==> src/rtl/core/pfc_pkg.sv <==
// Shared types, constants and rounding helpers for the pixel format converter.
package pfc_pkg;

  localparam int PFC_MAX_CH   = 4;
  localparam int PFC_SLOTS    = 4;
  localparam int PFC_CH_W     = 32;

  // Channel kind codes.
  localparam logic [1:0] KIND_F32 = 2'd0;
  localparam logic [1:0] KIND_U32 = 2'd1;
  localparam logic [1:0] KIND_U8  = 2'd2;

  // Register indexes on the configuration port.
  localparam logic [1:0] REG_SRC_KIND = 2'd0;
  localparam logic [1:0] REG_DST_KIND = 2'd1;
  localparam logic [1:0] REG_SRC_CH   = 2'd2;
  localparam logic [1:0] REG_DST_CH   = 2'd3;

  // Scale factors as 24-bit significands.
  localparam logic [23:0] K_ONE   = 24'h000001;
  localparam logic [23:0] K_255   = 24'h0000FF;
  // Significand of the single-precision value of 1/255 (and of 2^32/255).
  localparam logic [23:0] K_RECIP = 24'h808081;

  typedef enum logic [2:0] {
    MODE_ZERO,
    MODE_PASS,
    MODE_TRUNC8,
    MODE_TRUNC32,
    MODE_FLOAT
  } mode_t;

  typedef struct packed {
    logic [1:0] src_kind;
    logic [1:0] dst_kind;
    logic       on;
  } lane_cfg_t;

  // Value is m * 2^e, m holding 24 significant bits.
  typedef struct packed {
    logic [23:0]       m;
    logic signed [5:0] e;
  } nr_t;

  // Round a 32-bit integer to 24 significant bits, nearest even.
  function automatic nr_t norm_round(input logic [31:0] x);
    nr_t         r;
    logic [4:0]  p;
    logic [4:0]  sh;
    logic [31:0] mant;
    logic [31:0] rem;
    logic [31:0] half;
    r.m = 24'd0;
    r.e = 6'sd0;
    p   = 5'd0;
    for (int i = 0; i < 32; i++) begin
      if (x[i]) p = 5'(i);
    end
    if (p <= 5'd23) begin
      mant = x << (5'd23 - p);
      r.m  = mant[23:0];
      r.e  = $signed({1'b0, p}) - 6'sd23;
    end else begin
      sh   = p - 5'd23;
      mant = x >> sh;
      rem  = x & ((32'd1 << sh) - 32'd1);
      half = 32'd1 << (sh - 5'd1);
      if (rem > half || (rem == half && mant[0])) mant = mant + 32'd1;
      if (mant[24]) begin
        r.m = 24'h800000;
        r.e = $signed({1'b0, sh}) + 6'sd1;
      end else begin
        r.m = mant[23:0];
        r.e = $signed({1'b0, sh});
      end
    end
    return r;
  endfunction

endpackage

==> src/rtl/core/pfc_lane.sv <==
// One channel conversion lane: decode, scale multiply, round and pack.
module pfc_lane
  import pfc_pkg::*;
(
  input  logic        clk,
  input  logic        en,
  input  lane_cfg_t   cfg,
  input  logic [31:0] raw,
  output logic [31:0] res
);

  // Stage one: operand as significand and exponent.
  mode_t              mode1_r, mode1_nxt;
  logic [23:0]        m1_r, m1_nxt;
  logic [23:0]        k1_r, k1_nxt;
  logic signed [9:0]  e1_r, e1_nxt;
  logic [31:0]        raw1_r, raw1_nxt;
  // Stage two: product.
  mode_t              mode2_r;
  logic [31:0]        q2_r;
  logic signed [9:0]  e2_r;
  logic [31:0]        raw2_r;
  // Stage three: result.
  logic [31:0]        res_r, res_nxt;

  nr_t         nr_in;
  nr_t         nr_q;
  logic [7:0]  fexp_in;
  logic        f_nan;
  logic [47:0] prod;
  logic [23:0] r3;
  logic signed [9:0] ex3;
  logic signed [9:0] nex3;
  logic signed [9:0] fexp3;
  logic [32:0] tv;
  logic [32:0] tmax;

  assign nr_in   = norm_round(raw);
  assign fexp_in = raw[30:23];
  assign f_nan   = (fexp_in == 8'hFF) && (raw[22:0] != 23'd0);

  always_comb begin
    mode1_nxt = MODE_ZERO;
    m1_nxt    = 24'd0;
    k1_nxt    = K_ONE;
    e1_nxt    = 10'sd0;
    raw1_nxt  = raw;
    if (cfg.on) begin
      unique case (cfg.src_kind)
        KIND_F32: begin
          // Clamp to [0,1]; negatives, NaNs and subnormals end up as zero.
          if (raw[31] || f_nan || fexp_in == 8'd0) begin
            m1_nxt = 24'd0;
          end else if (fexp_in >= 8'd127) begin
            m1_nxt = 24'h800000;
            e1_nxt = -10'sd23;
          end else begin
            m1_nxt = {1'b1, raw[22:0]};
            e1_nxt = $signed({2'b00, fexp_in}) - 10'sd150;
          end
          unique case (cfg.dst_kind)
            KIND_F32: mode1_nxt = MODE_PASS;
            KIND_U32: begin
              mode1_nxt = MODE_TRUNC32;
              e1_nxt    = e1_nxt + 10'sd32;
            end
            KIND_U8: begin
              mode1_nxt = MODE_TRUNC8;
              k1_nxt    = K_255;
            end
            default: mode1_nxt = MODE_ZERO;
          endcase
        end
        KIND_U32: begin
          m1_nxt = (raw == 32'd0) ? 24'd0 : nr_in.m;
          e1_nxt = 10'(nr_in.e) - 10'sd32;
          unique case (cfg.dst_kind)
            KIND_F32: mode1_nxt = MODE_FLOAT;
            KIND_U32: mode1_nxt = MODE_PASS;
            KIND_U8: begin
              mode1_nxt = MODE_TRUNC8;
              k1_nxt    = K_255;
            end
            default: mode1_nxt = MODE_ZERO;
          endcase
        end
        KIND_U8: begin
          m1_nxt   = {16'd0, raw[7:0]};
          k1_nxt   = K_RECIP;
          raw1_nxt = {24'd0, raw[7:0]};
          unique case (cfg.dst_kind)
            KIND_F32: begin
              mode1_nxt = MODE_FLOAT;
              e1_nxt    = -10'sd31;
            end
            KIND_U32: begin
              mode1_nxt = MODE_TRUNC32;
              e1_nxt    = 10'sd1;
            end
            KIND_U8:  mode1_nxt = MODE_PASS;
            default:  mode1_nxt = MODE_ZERO;
          endcase
        end
        default: mode1_nxt = MODE_ZERO;
      endcase
    end
  end

  assign prod = m1_r * k1_r;

  always_ff @(posedge clk) begin
    if (en) begin
      mode1_r <= mode1_nxt;
      m1_r    <= m1_nxt;
      k1_r    <= k1_nxt;
      e1_r    <= e1_nxt;
      raw1_r  <= raw1_nxt;
      mode2_r <= mode1_r;
      // Every product used here stays below 2^32.
      q2_r    <= prod[31:0];
      e2_r    <= e1_r;
      raw2_r  <= raw1_r;
      res_r   <= res_nxt;
    end
  end

  assign nr_q  = norm_round(q2_r);
  assign r3    = (q2_r == 32'd0) ? 24'd0 : nr_q.m;
  assign ex3   = e2_r + 10'(nr_q.e);
  assign nex3  = -ex3;
  assign fexp3 = ex3 + 10'sd150;
  assign tmax  = (mode2_r == MODE_TRUNC8) ? 33'h0_0000_00FF : 33'h0_FFFF_FFFF;

  always_comb begin
    if (r3 == 24'd0) begin
      tv = 33'd0;
    end else if (!ex3[9]) begin
      tv = (ex3 > 10'sd8) ? tmax : ({9'd0, r3} << ex3[3:0]);
    end else begin
      tv = (nex3 > 10'sd24) ? 33'd0 : ({9'd0, r3} >> nex3[4:0]);
    end
  end

  always_comb begin
    unique case (mode2_r)
      MODE_PASS:    res_nxt = raw2_r;
      MODE_TRUNC8,
      MODE_TRUNC32: res_nxt = (tv > tmax) ? tmax[31:0] : tv[31:0];
      MODE_FLOAT:   res_nxt = (r3 == 24'd0) ? 32'd0 : {1'b0, fexp3[7:0], r3[22:0]};
      default:      res_nxt = 32'd0;
    endcase
  end

  assign res = res_r;

endmodule

==> config.mk <==
export PLATFORM = sky130hd
export DESIGN_NAME = pfc_lane
export DESIGN_NICKNAME = d
export VERILOG_FILES = /design/src/rtl/core/pfc_pkg.sv /design/src/rtl/core/pfc_lane.sv
export SDC_FILE = /design/constraint.sdc
export NUM_CORES = 1
export LEC_CHECK = 0
export BUFFER_PORTS_ARGS = -buffer_cell sky130_fd_sc_hd__buf_2
export CORE_UTILIZATION = 32
export DETAILED_ROUTE_END_ITERATION = 16
export PLACE_DENSITY = 0.47
export SETUP_SLACK_MARGIN = 0.3
export SYNTH_ARGS = -nofsm -noshare
export SYNTH_HDL_FRONTEND = slang
export SYNTH_SLANG_ARGS = --single-unit
==> constraint.sdc <==
create_clock -name clk -period 19.05 [get_ports clk]
set_clock_uncertainty 0.05 [all_clocks]
set_input_delay 1.905 -clock clk [delete_from_list [all_inputs] [get_ports clk]]
set_output_delay 1.905 -clock clk [all_outputs]
set_load 0.05 [all_outputs]
# --- After elaboration in Yosys (flattened, before gate mapping) ---
# Cells that the tools add are included.
word_totals:
  register_bits: 202
  input_bits: 39
  output_inout_bits: 32
  word_cells: 176
op_classes:
  n_addsub: 20
  mul: 1
  magnitude_cmp: 8
  n_eq_ne: 11
  shift: 10
  n_mux: 98
  bitwise: 2
  reduce_logical: 16
op_table:
  columns: ["operator", "count"]
  rows:
  - ["5-bit two-way mux", 60]
  - ["33-bit two-way mux", 4]
  - ["32-bit two-way mux", 4]
  - ["1-bit by 5-bit << shifter with 32-bit output, first input constant", 4]
  - ["30-bit two-way mux", 4]
  - ["25-bit two-way mux", 4]
  - ["32-bit one-hot mux with 3 select lines", 1]
  - ["24-bit two-way mux", 3]
  - ["24-bit one-hot mux with 3 select lines", 1]
  - ["32-bit AND", 2]
  - ["32-bit equality test", 2]
  - ["32-bit > comparator", 2]
  - ["32-bit logical NOT", 2]
  - ["32-bit by 5-bit << shifter with 24-bit output", 2]
  - ["32-bit by 5-bit right shift with 25-bit output", 2]
  - ["32-bit by 1-bit subtractor with 32-bit output, second input constant", 2]
  - ["25-bit by 1-bit adder with 25-bit output, second input constant", 2]
  - ["10-bit two-way mux", 5]
  - ["24-bit one-hot mux with 2 select lines", 1]
  - ["33-bit by 32-bit > comparator with 1-bit output", 1]
  - ["24-bit by 4-bit << shifter with 33-bit output", 1]
  - ["24-bit by 5-bit right shift with 33-bit output", 1]
  - ["24-bit by 24-bit multiplier with 32-bit output", 1]
  - ["31-bit two-way mux", 1]
  - ["other kinds (35)", 54]

# --- Longest topological paths before layout ---
# Gate-level depths: netlist (run 1).
depth:
  word_depth: 51
  ltp_mapped: 79
  mapped_depth_nobuf: 65

# --- Worst setup path after synthesis (run 1) ---
# OpenSTA, ideal clock, no wires.
synth_path:
  kind: "reg2reg"
  startpoint: "register q2_r[21]"
  endpoint: "register res_r[8], in the netlist res[8] (data pin)"
  setup_ps: 266
  arrival_time_ps: 14686
  required_ps: 18734
  slack_ps: 4047
  stages_incl_launch_ff: 78
  n_path_buf: 15
  period_less_slack_ps: 15003
  path_cell_list: "edfxtp_1 > buf_4 > or3_1 > nor3_2 > a221oi_4 > a22o_4 > nor2_2 > inv_4 > buf_4 > clkbuf_1 > ha_1 > buf_6 > xor2_4 > clkinv_2 > buf_8 > buf_6 > buf_4 > buf_2 > [42 not listed] > nand2_1 > nor2_1 > nand3_1 > a222oi_1 > ha_1 > a21oi_1 > nor2b_1 > o21ai_0 > nand2b_1 > a21oi_1 > nor2b_1 > o21ai_0 > nand2b_1 > a221oi_2 > a41oi_4 > buf_6 > mux2i_1 > o21ai_1"
synth_via:
  elab_chain_len: 31
  word_cells_on_any_way: 49
  cone_classes: "9 x add/sub; 5 x order compare; 1 x eq/ne; 6 x shift; 23 x mux; 1 x bitwise; 4 x reduce/logical"
synth_lines:
  columns: ["element", "line_no", "rtl"]
  rows:
  - ["start, declared", "pfc_lane.sv:20", "logic [31:0] q2_r;"]
  - ["start signal, assigned", "pfc_lane.sv:120", "q2_r <= prod[31:0];"]
  - ["parallel branches: the longest is 30 deep, another holds 5-bit subtractor", null, null]
  - ["32-bit one-hot mux with 3 select lines (*)", "pfc_lane.sv:145", "unique case (mode2_r)"]
  - ["via res_nxt[8]", "pfc_lane.sv:24", "logic [31:0] res_r, res_nxt;"]
  - ["end signal, assigned", "pfc_lane.sv:123", "res_r <= res_nxt;"]
  - ["end, declared", "pfc_lane.sv:24", null]
# Mark *: on every way through the listed nets, which the timed path passes. The select of a mux whose other input is x is not followed.
# A chain may end at the register's enable or synchronous reset.

# --- Worst setup path in the final report (run 1) ---
layout_path:
  startpoint: "register q2_r[21]"
  endpoint: "register res_r[16], in the netlist res[16] (data pin)"
# The elaborated chain is that of the path after synthesis.

==> impl_results.md, run 1 <==
- Status: complete, no violations
- Final setup fails: 0
- Post-synthesis net count: 4425
- Worst path max stage delay: 0.98 ns
- Worst-margin pin slew: 1.213 ns
- Top delay family on crit path: simple AND/OR/NAND/NOR gates
- Synth Cell Area: 31940 sq um
- Die area: 101100 sq um
- Max-cap violation count: 0
- EDFF count, synth: 181
- Synth warn: 0
- Fin crit period: 17.49 ns
- # clock sinks: 181
- Die Ht: 317.9 microns
- Gr usage total: 24.40%
- DR DRC count: 0
- GR Overflow Total: 0
- Htree depth: 4
- GP Congestion: 0.9562
- Most used cell, CP: ha_1
- Clock tree buffer depth: 2
- Vias per cell: 6.000
- Async set-reset flop share out of synthesis: 0%
- Placeable Area: 98560 sq um
- Total CTS buffers: 17
- RSZ-0062 raised after global routing: no
- Non-Filler Instances: 5129
- Worst-Skew Late Latency: 0.45 ns
- Core Util, Final: 34.47%
- Post-cts resize count: 0
- Hold Fails Final Rpt: 0
- Wirelength per Cell: 24.75 microns
- Max FO, Critical Path: 39
- Setup repair bufs after CTS: 0
- Sequential-to-total area share from yosys stat: 17.02%
- Worst-path clk slew: 0.09 ns
- Critical-path top delay cell: a41oi_4
- Area growth syn-to-layout: 6.386%
- Ys flop type: edfxtp_1
- CP Data Required Time: 19.17 ns
- Starting DRT DRC Count: 3422
- Port bufs: 70
- Setup_tns: 0 ns
- First drt pass iteration count: 6
- Post-Place Cell Area: 33320 sq um
- Placed cell count: 5096
- Via count: 30770
- Syn avg cell area: 8.104 sq um
- Final ANT Viol Nets: 0
- # IOs: 71
- Die width: 317.9 microns
- Largest net degree at the start of global routing: 72
- WL final: 126900 microns
- Final Max Tran Viols: 0
- Critical path buffers and inverters: 7
- Fmax: 57.19 MHz
- Initial Utilization: 32.40%
- # rows: 115
- Post-synth cell types: 118
- CP Capture Type: flop
- Antenna violations before repair: 3
- Area of the multi-input gates: 24390 sq um
- Fill cells: 10370
- Clk root buf: clkbuf_16
- CTS tree: yes
- Vias in the first global route: 29100
- Setup crit start kind: flop
- Synthesized flop and latch total: 181
- HP Class: flop to flop
- Register area: 5435 sq um
- # hold bufs at CTS: 0
- Fin crit share: 91.79%
- Critical path class: flop to flop
- Fin nets: 4312
- First-pass GRT wire length: 191300 microns
- Post-DP HPWL: 97790 microns
- Design Area, Final: 33980 sq um
- Layout cell share with drive strength beyond 1: 8.748%
- Arr. time, crit path: 17.61 ns
- Max_slew headroom: 18.90%
- Post-Synthesis Cells: 3941
logic make-up (layout without fill, tap and decap cells):
| kind of cell | Yosys count | in the layout | synth area share (%) |
|---|---|---|---|
| and+or+nand+nor | 1388 | 1388 | 21.34 |
| AOI/OAI and AO/OA | 1100 | 1100 | 23.57 |
| muxes | 180 | 180 | 7.021 |
| xor gates and xnor gates | 113 | 113 | 3.158 |
| buffers and inverters | 534 | 434 | 6.848 |
| DFF | 181 | 181 | 17.02 |
| other | 0 | 1 | 0 |
| adders and majority gates | 445 | 445 | 21.05 |
Yosys cell counts (22+ instances only):
cell type	instances	share of area [%]
nand2_1	376	4.4
nor2_1	337	4.0
ha_1	291	11
a21oi_1	254	4.0
inv_1	247	2.9
clkbuf_1	198	2.3
o21ai_0	182	2.9
edfxtp_1	181	17
fa_1	154	9.7
nand3_1	141	2.2
and2_1	128	2.5
mux2i_1	125	3.9
nor3_1	101	1.6
xnor2_1	75	2.1
a211oi_1	54	1.3
a31oi_1	52	1.0
nor2b_1	52	1.0
o211ai_1	51	1.2
nand4_1	48	0.94
a22oi_1	41	0.96
o21ai_1	38	0.60
nor4_1	37	0.72
xor2_1	37	1.0
a21o_1	34	0.80
o22ai_1	32	0.63
mux4_2	31	2.2
o31ai_1	31	0.73
and3_1	28	0.55
nand2b_1	28	0.55
o21a_1	28	0.66
buf_1	27	0.32
buf_2	23	0.36
mux2_2	22	0.78
or2_2	22	0.43
or3_1	22	0.43
flip-flops by register name (all words and copies together) (netlist names):
name     flops
e1_r        10
mode2_r      3
m1_r        24
raw2_r      32
e2_r        10
q2_r        32
res         32
raw1_r      32
k1_r         3
mode1_r      3
layer usage:
layer  routed length [microns]  global-route usage (%)  share of wire [%]
met5                        22                       0              0.017
met4                      3750                   7.163                3.0
met2                     56370                   38.28                 44
met3                      9205                   2.770                7.3
met1                     57590                   34.97                 45
placed cells by master, fill, tap and decap left out, drive strengths merged, types with 33 or more instances in the layout:
| cell | netlist | final |
|---|---|---|
| a211oi | 54 | 54 |
| a21o | 34 | 34 |
| a21oi | 256 | 256 |
| a22oi | 42 | 42 |
| a31oi | 55 | 55 |
| and2 | 130 | 130 |
| buf | 78 | 144 |
| edfxtp | 181 | 181 |
| fa | 154 | 154 |
| ha | 291 | 291 |
| inv | 252 | 258 |
| mux2i | 127 | 127 |
| nand2 | 377 | 377 |
| nand3 | 143 | 143 |
| nand4 | 48 | 48 |
| nor2 | 339 | 339 |
| nor2b | 52 | 52 |
| nor3 | 104 | 104 |
| nor4 | 44 | 44 |
| o211ai | 53 | 53 |
| o21ai | 220 | 220 |
| o22ai | 34 | 34 |
| o31ai | 33 | 33 |
| xnor2 | 75 | 75 |
| xor2 | 38 | 38 |
path summary, 6_finish.rpt:
path	start	endpoint	slack, ns	depth (start not counted)
setup / recovery	q2_r[21]$_DFFE_PP_	res[16]$_DFFE_PP_	1.56	63
hold / removal	e1_r[8]$_SDFFCE_PN0P_	e2_r[8]$_DFFE_PP_	0.37	0
setup reg to reg	q2_r[21]$_DFFE_PP_	res[16]$_DFFE_PP_	1.56	63
hold reg to reg	e1_r[8]$_SDFFCE_PN0P_	e2_r[8]$_DFFE_PP_	0.37	0
final cells by class:
class                   count  area share, %
diodes                      1       0.007365
clock buffers              17          1.252
clock inverters            15         0.6629
inverters                 258          2.861
multi-input cells        3226          71.80
flip-flops and latches    181          16.00
well taps                1287          4.739
repair buffers            144          2.685
stage by stage:
stage	hold WS, ns	worst slack [ns]
after floorplan	0.3503	4.047
final	0.3704	1.563
after CTS	0.3716	1.872
after global routing	0.3749	0.4065
after detailed placement	0.3545	1.926
after global placement	0.3528	2.154
Power of run 1 is not shown: default switching activity piles up to over one toggle a cycle in this logic, so the estimate is an artifact.
==> run 2, diff against run 1 <==
- ABC_AREA: unset -> 1
- CTS_CLUSTER_SIZE: unset -> 25
- GPL_TIMING_DRIVEN: unset -> 0
==> impl_results.md, run 2 <==
- CP Capture Type: flop
- Setup crit start kind: flop
- Max FO, Critical Path: 13
- Ys flop type: edfxtp_1
- Port bufs: 69
- Largest net degree at the start of global routing: 126
- Synth warn: 0
- Starting DRT DRC Count: 2866
- Total CTS buffers: 17
- Worst-path clk slew: 0.08 ns
- WHS Path Cells: 0
- Die width: 307.3 microns
- Final Max Tran Viols: 0
- CTS tree: yes
- GR Overflow Total: 0
- Initial Utilization: 32.43%
- First-pass GRT wire length: 178300 microns
- Fin crit share: 89.81%
- Fin crit period: 17.11 ns
- Syn avg cell area: 6.607 sq um
- Synth top area cells: edfxtp_1 (18%), nand2_1 (15%), ha_1 (12%)
- DR DRC count: 0
- Gr usage total: 24.51%
- Max-cap violation count: 0
- Area growth syn-to-layout: 8.984%
- # IOs: 71
- EDFF count, synth: 181
- # rows: 111
- Critical path class: flop to flop
- Post-synthesis mux area share: 0.5371%
- Antenna cell count: 0
- HP Class: flop to flop
- Top-count cell post-synth: nand2_1
- Synth Area in Compound Gates: 13.30%
- Worst-margin pin slew: 1.156 ns
- Sequential-to-total area share from yosys stat: 18.23%
- Post-Synth Simple-Gate Area: 31.86%
- Post-DP HPWL: 98570 microns
- Hold Path End: raw2_r[30]$_DFFE_PP_
- Post-synth top cells: nand2_1 (1191), inv_1 (640), nand3_1 (483)
- Worst-Skew Late Latency: 0.44 ns
- Placeable Area: 91940 sq um
- Uppermost layer routed: met4
- Die Ht: 307.3 microns
- Routed wl met2: 53360 microns
- Wirelength per Cell: 20.03 microns
- Final ANT Viol Nets: 0
- Worst r2r dst: res[31]$_DFFE_PP_
- Most used cell, CP: nand2_1
- Clk root buf: clkbuf_16
- Worst path max stage delay: 0.60 ns
- R2r worst-path depth: 112
- Post-synth top area share: 18.23%
- # hold bufs at CTS: 0
- Synthesized flop and latch total: 181
- Setup_tns: 0 ns
- Fmax: 58.45 MHz
- Post-synthesis net count: 4997
- Area leader, netlist: edfxtp_1
- Commonest non-fill, non-tap cell in the layout: nand2_1
- Clock tree buffer depth: 2
- Reg2reg start: q2_r[2]$_DFFE_PP_
- Largest family of logic cells by synthesized area: simple AND/OR/NAND/NOR gates
- Via count: 30810
- DR WL met3: 7208 microns
- Synth Cell Area: 29820 sq um
- Vias per cell: 5.253
- WL final: 117500 microns
- # clock sinks: 181
- Post-Synthesis Cells: 4513
- Antenna violations before repair: 0
- Vias in the first global route: 29480
- Metal-1 WL: 53610 microns
- Layout cell share with drive strength beyond 1: 4.869%
- Worst Hold Launch: raw1_r[30]$_DFFE_PP_
- Synth Area in Adders: 22.55%
- GP Congestion: 0.9780
- Fin nets: 5092
- Most frequent cells in the layout: nand2_1 (1190), inv_1 (640), nand3_1 (483)
- R2r setup slk: 1.94 ns
- Critical-path top delay cell: fa_1
- Final setup fails: 0
- XOR/XNOR Fraction of Synth Area: 2.526%
- Max_slew headroom: 21.95%
- Die area: 94410 sq um
- Post-synth cell types: 64
- Async set-reset flop share out of synthesis: 0%
- First drt pass iteration count: 6
- RSZ-0062 raised after global routing: no
- Core Util, Final: 35.35%
- Htree depth: 4
- Arr. time, crit path: 17.25 ns
- Hold Fails Final Rpt: 0
- Status: complete, no violations
- CP Data Required Time: 19.19 ns
==> run 2: changes by cell type in the layout (fill, tap and decap cells not counted), moves of 37 or more <==
cell / before / now
o21ai_0: 181 / 286
clkbuf_1: 0 / 118
nand3_1: 141 / 483
nand2_1: 376 / 1190
nor2b_1: 51 / 0
buf_4: 74 / 8
inv_1: 247 / 640
a22oi_1: 41 / 4
mux2i_1: 125 / 16
xnor2_1: 68 / 26
a211oi_1: 54 / 7
and2_1: 128 / 1
==> run 2: layout make-up <==
type	count	area (sq um)
Fill cell	10320	59440
Multi-Input combinational cell	3486	21160
Sequential cell	181	5435
Inverter	659	2476
Tap cell	1243	1555
Buffer	187	810.8
Timing Repair Buffer	76	435.4
Clock buffer	17	425.4
Clock inverter	15	203.9
==> run 2: worst max-delay path, delay by kind of cell, from the launching register on <==
kind	cells	cell delay, ns
fa+ha+maj	6	1.69
simple gates	69	8.39
flops	1	0.45
buf+inv	26	4.00
xor+xnor	2	0.59
compound gates	9	1.65
==> run 2: worst max-delay path by stage <==
stage / cells after the start / to / slack, ns / from
floorplan: 111 / res[9]$_DFFE_PP_ / 5.63 / q2_r[2]$_DFFE_PP_
global placement: 113 / res[31]$_DFFE_PP_ / 0.25 / q2_r[2]$_DFFE_PP_
detailed placement: 113 / res[5]$_DFFE_PP_ / 0.37 / q2_r[2]$_DFFE_PP_
CTS: 113 / res[31]$_DFFE_PP_ / 0.30 / q2_r[2]$_DFFE_PP_
global route: 113 / res[31]$_DFFE_PP_ / 0.28 / q2_r[2]$_DFFE_PP_
finish: 112 / res[31]$_DFFE_PP_ / 1.94 / q2_r[2]$_DFFE_PP_
==> run 2: through the flow <==
step	worst slack (ns)	hold slack, ns	cell area, sq um	cells
5_1_grt	0.2830	0.3762	32500	5864
3_5_place_dp	0.3711	0.3545	31800	5829
3_3_place_gp	0.2508	0.3510	31720	5825
2_1_floorplan	5.628	0.3503	29820	4513
4_1_cts	0.3017	0.3700	32430	5861
6_report	1.942	0.3679	32500	5864
==> run 2: routing by layer <==
metal / vias up / global-route usage [%]
met2: 1048 / 40.06
met4: 0 / 6.930
met1: 14480 / 34.07
met5: - / 0
met3: 181 / 2.526
li1: 15090 / -
==> run 2: cells by family after synthesis <==
logic type | after synthesis
AOI/OAI and AO/OA | 700
xor gates and xnor gates | 86
adders and majority gates | 445
buffers and inverters | 846
DFF | 181
muxes | 16
and+or+nand+nor | 2239
==> run 2: timing repair <==
item,4_1_cts,5_1_grt
endpoints found under the hold margin,0,0
resized for setup,0,21
endpoints found under the setup margin,0,32
buffers inserted,0,3
Power of run 2 is left out for the same reason.
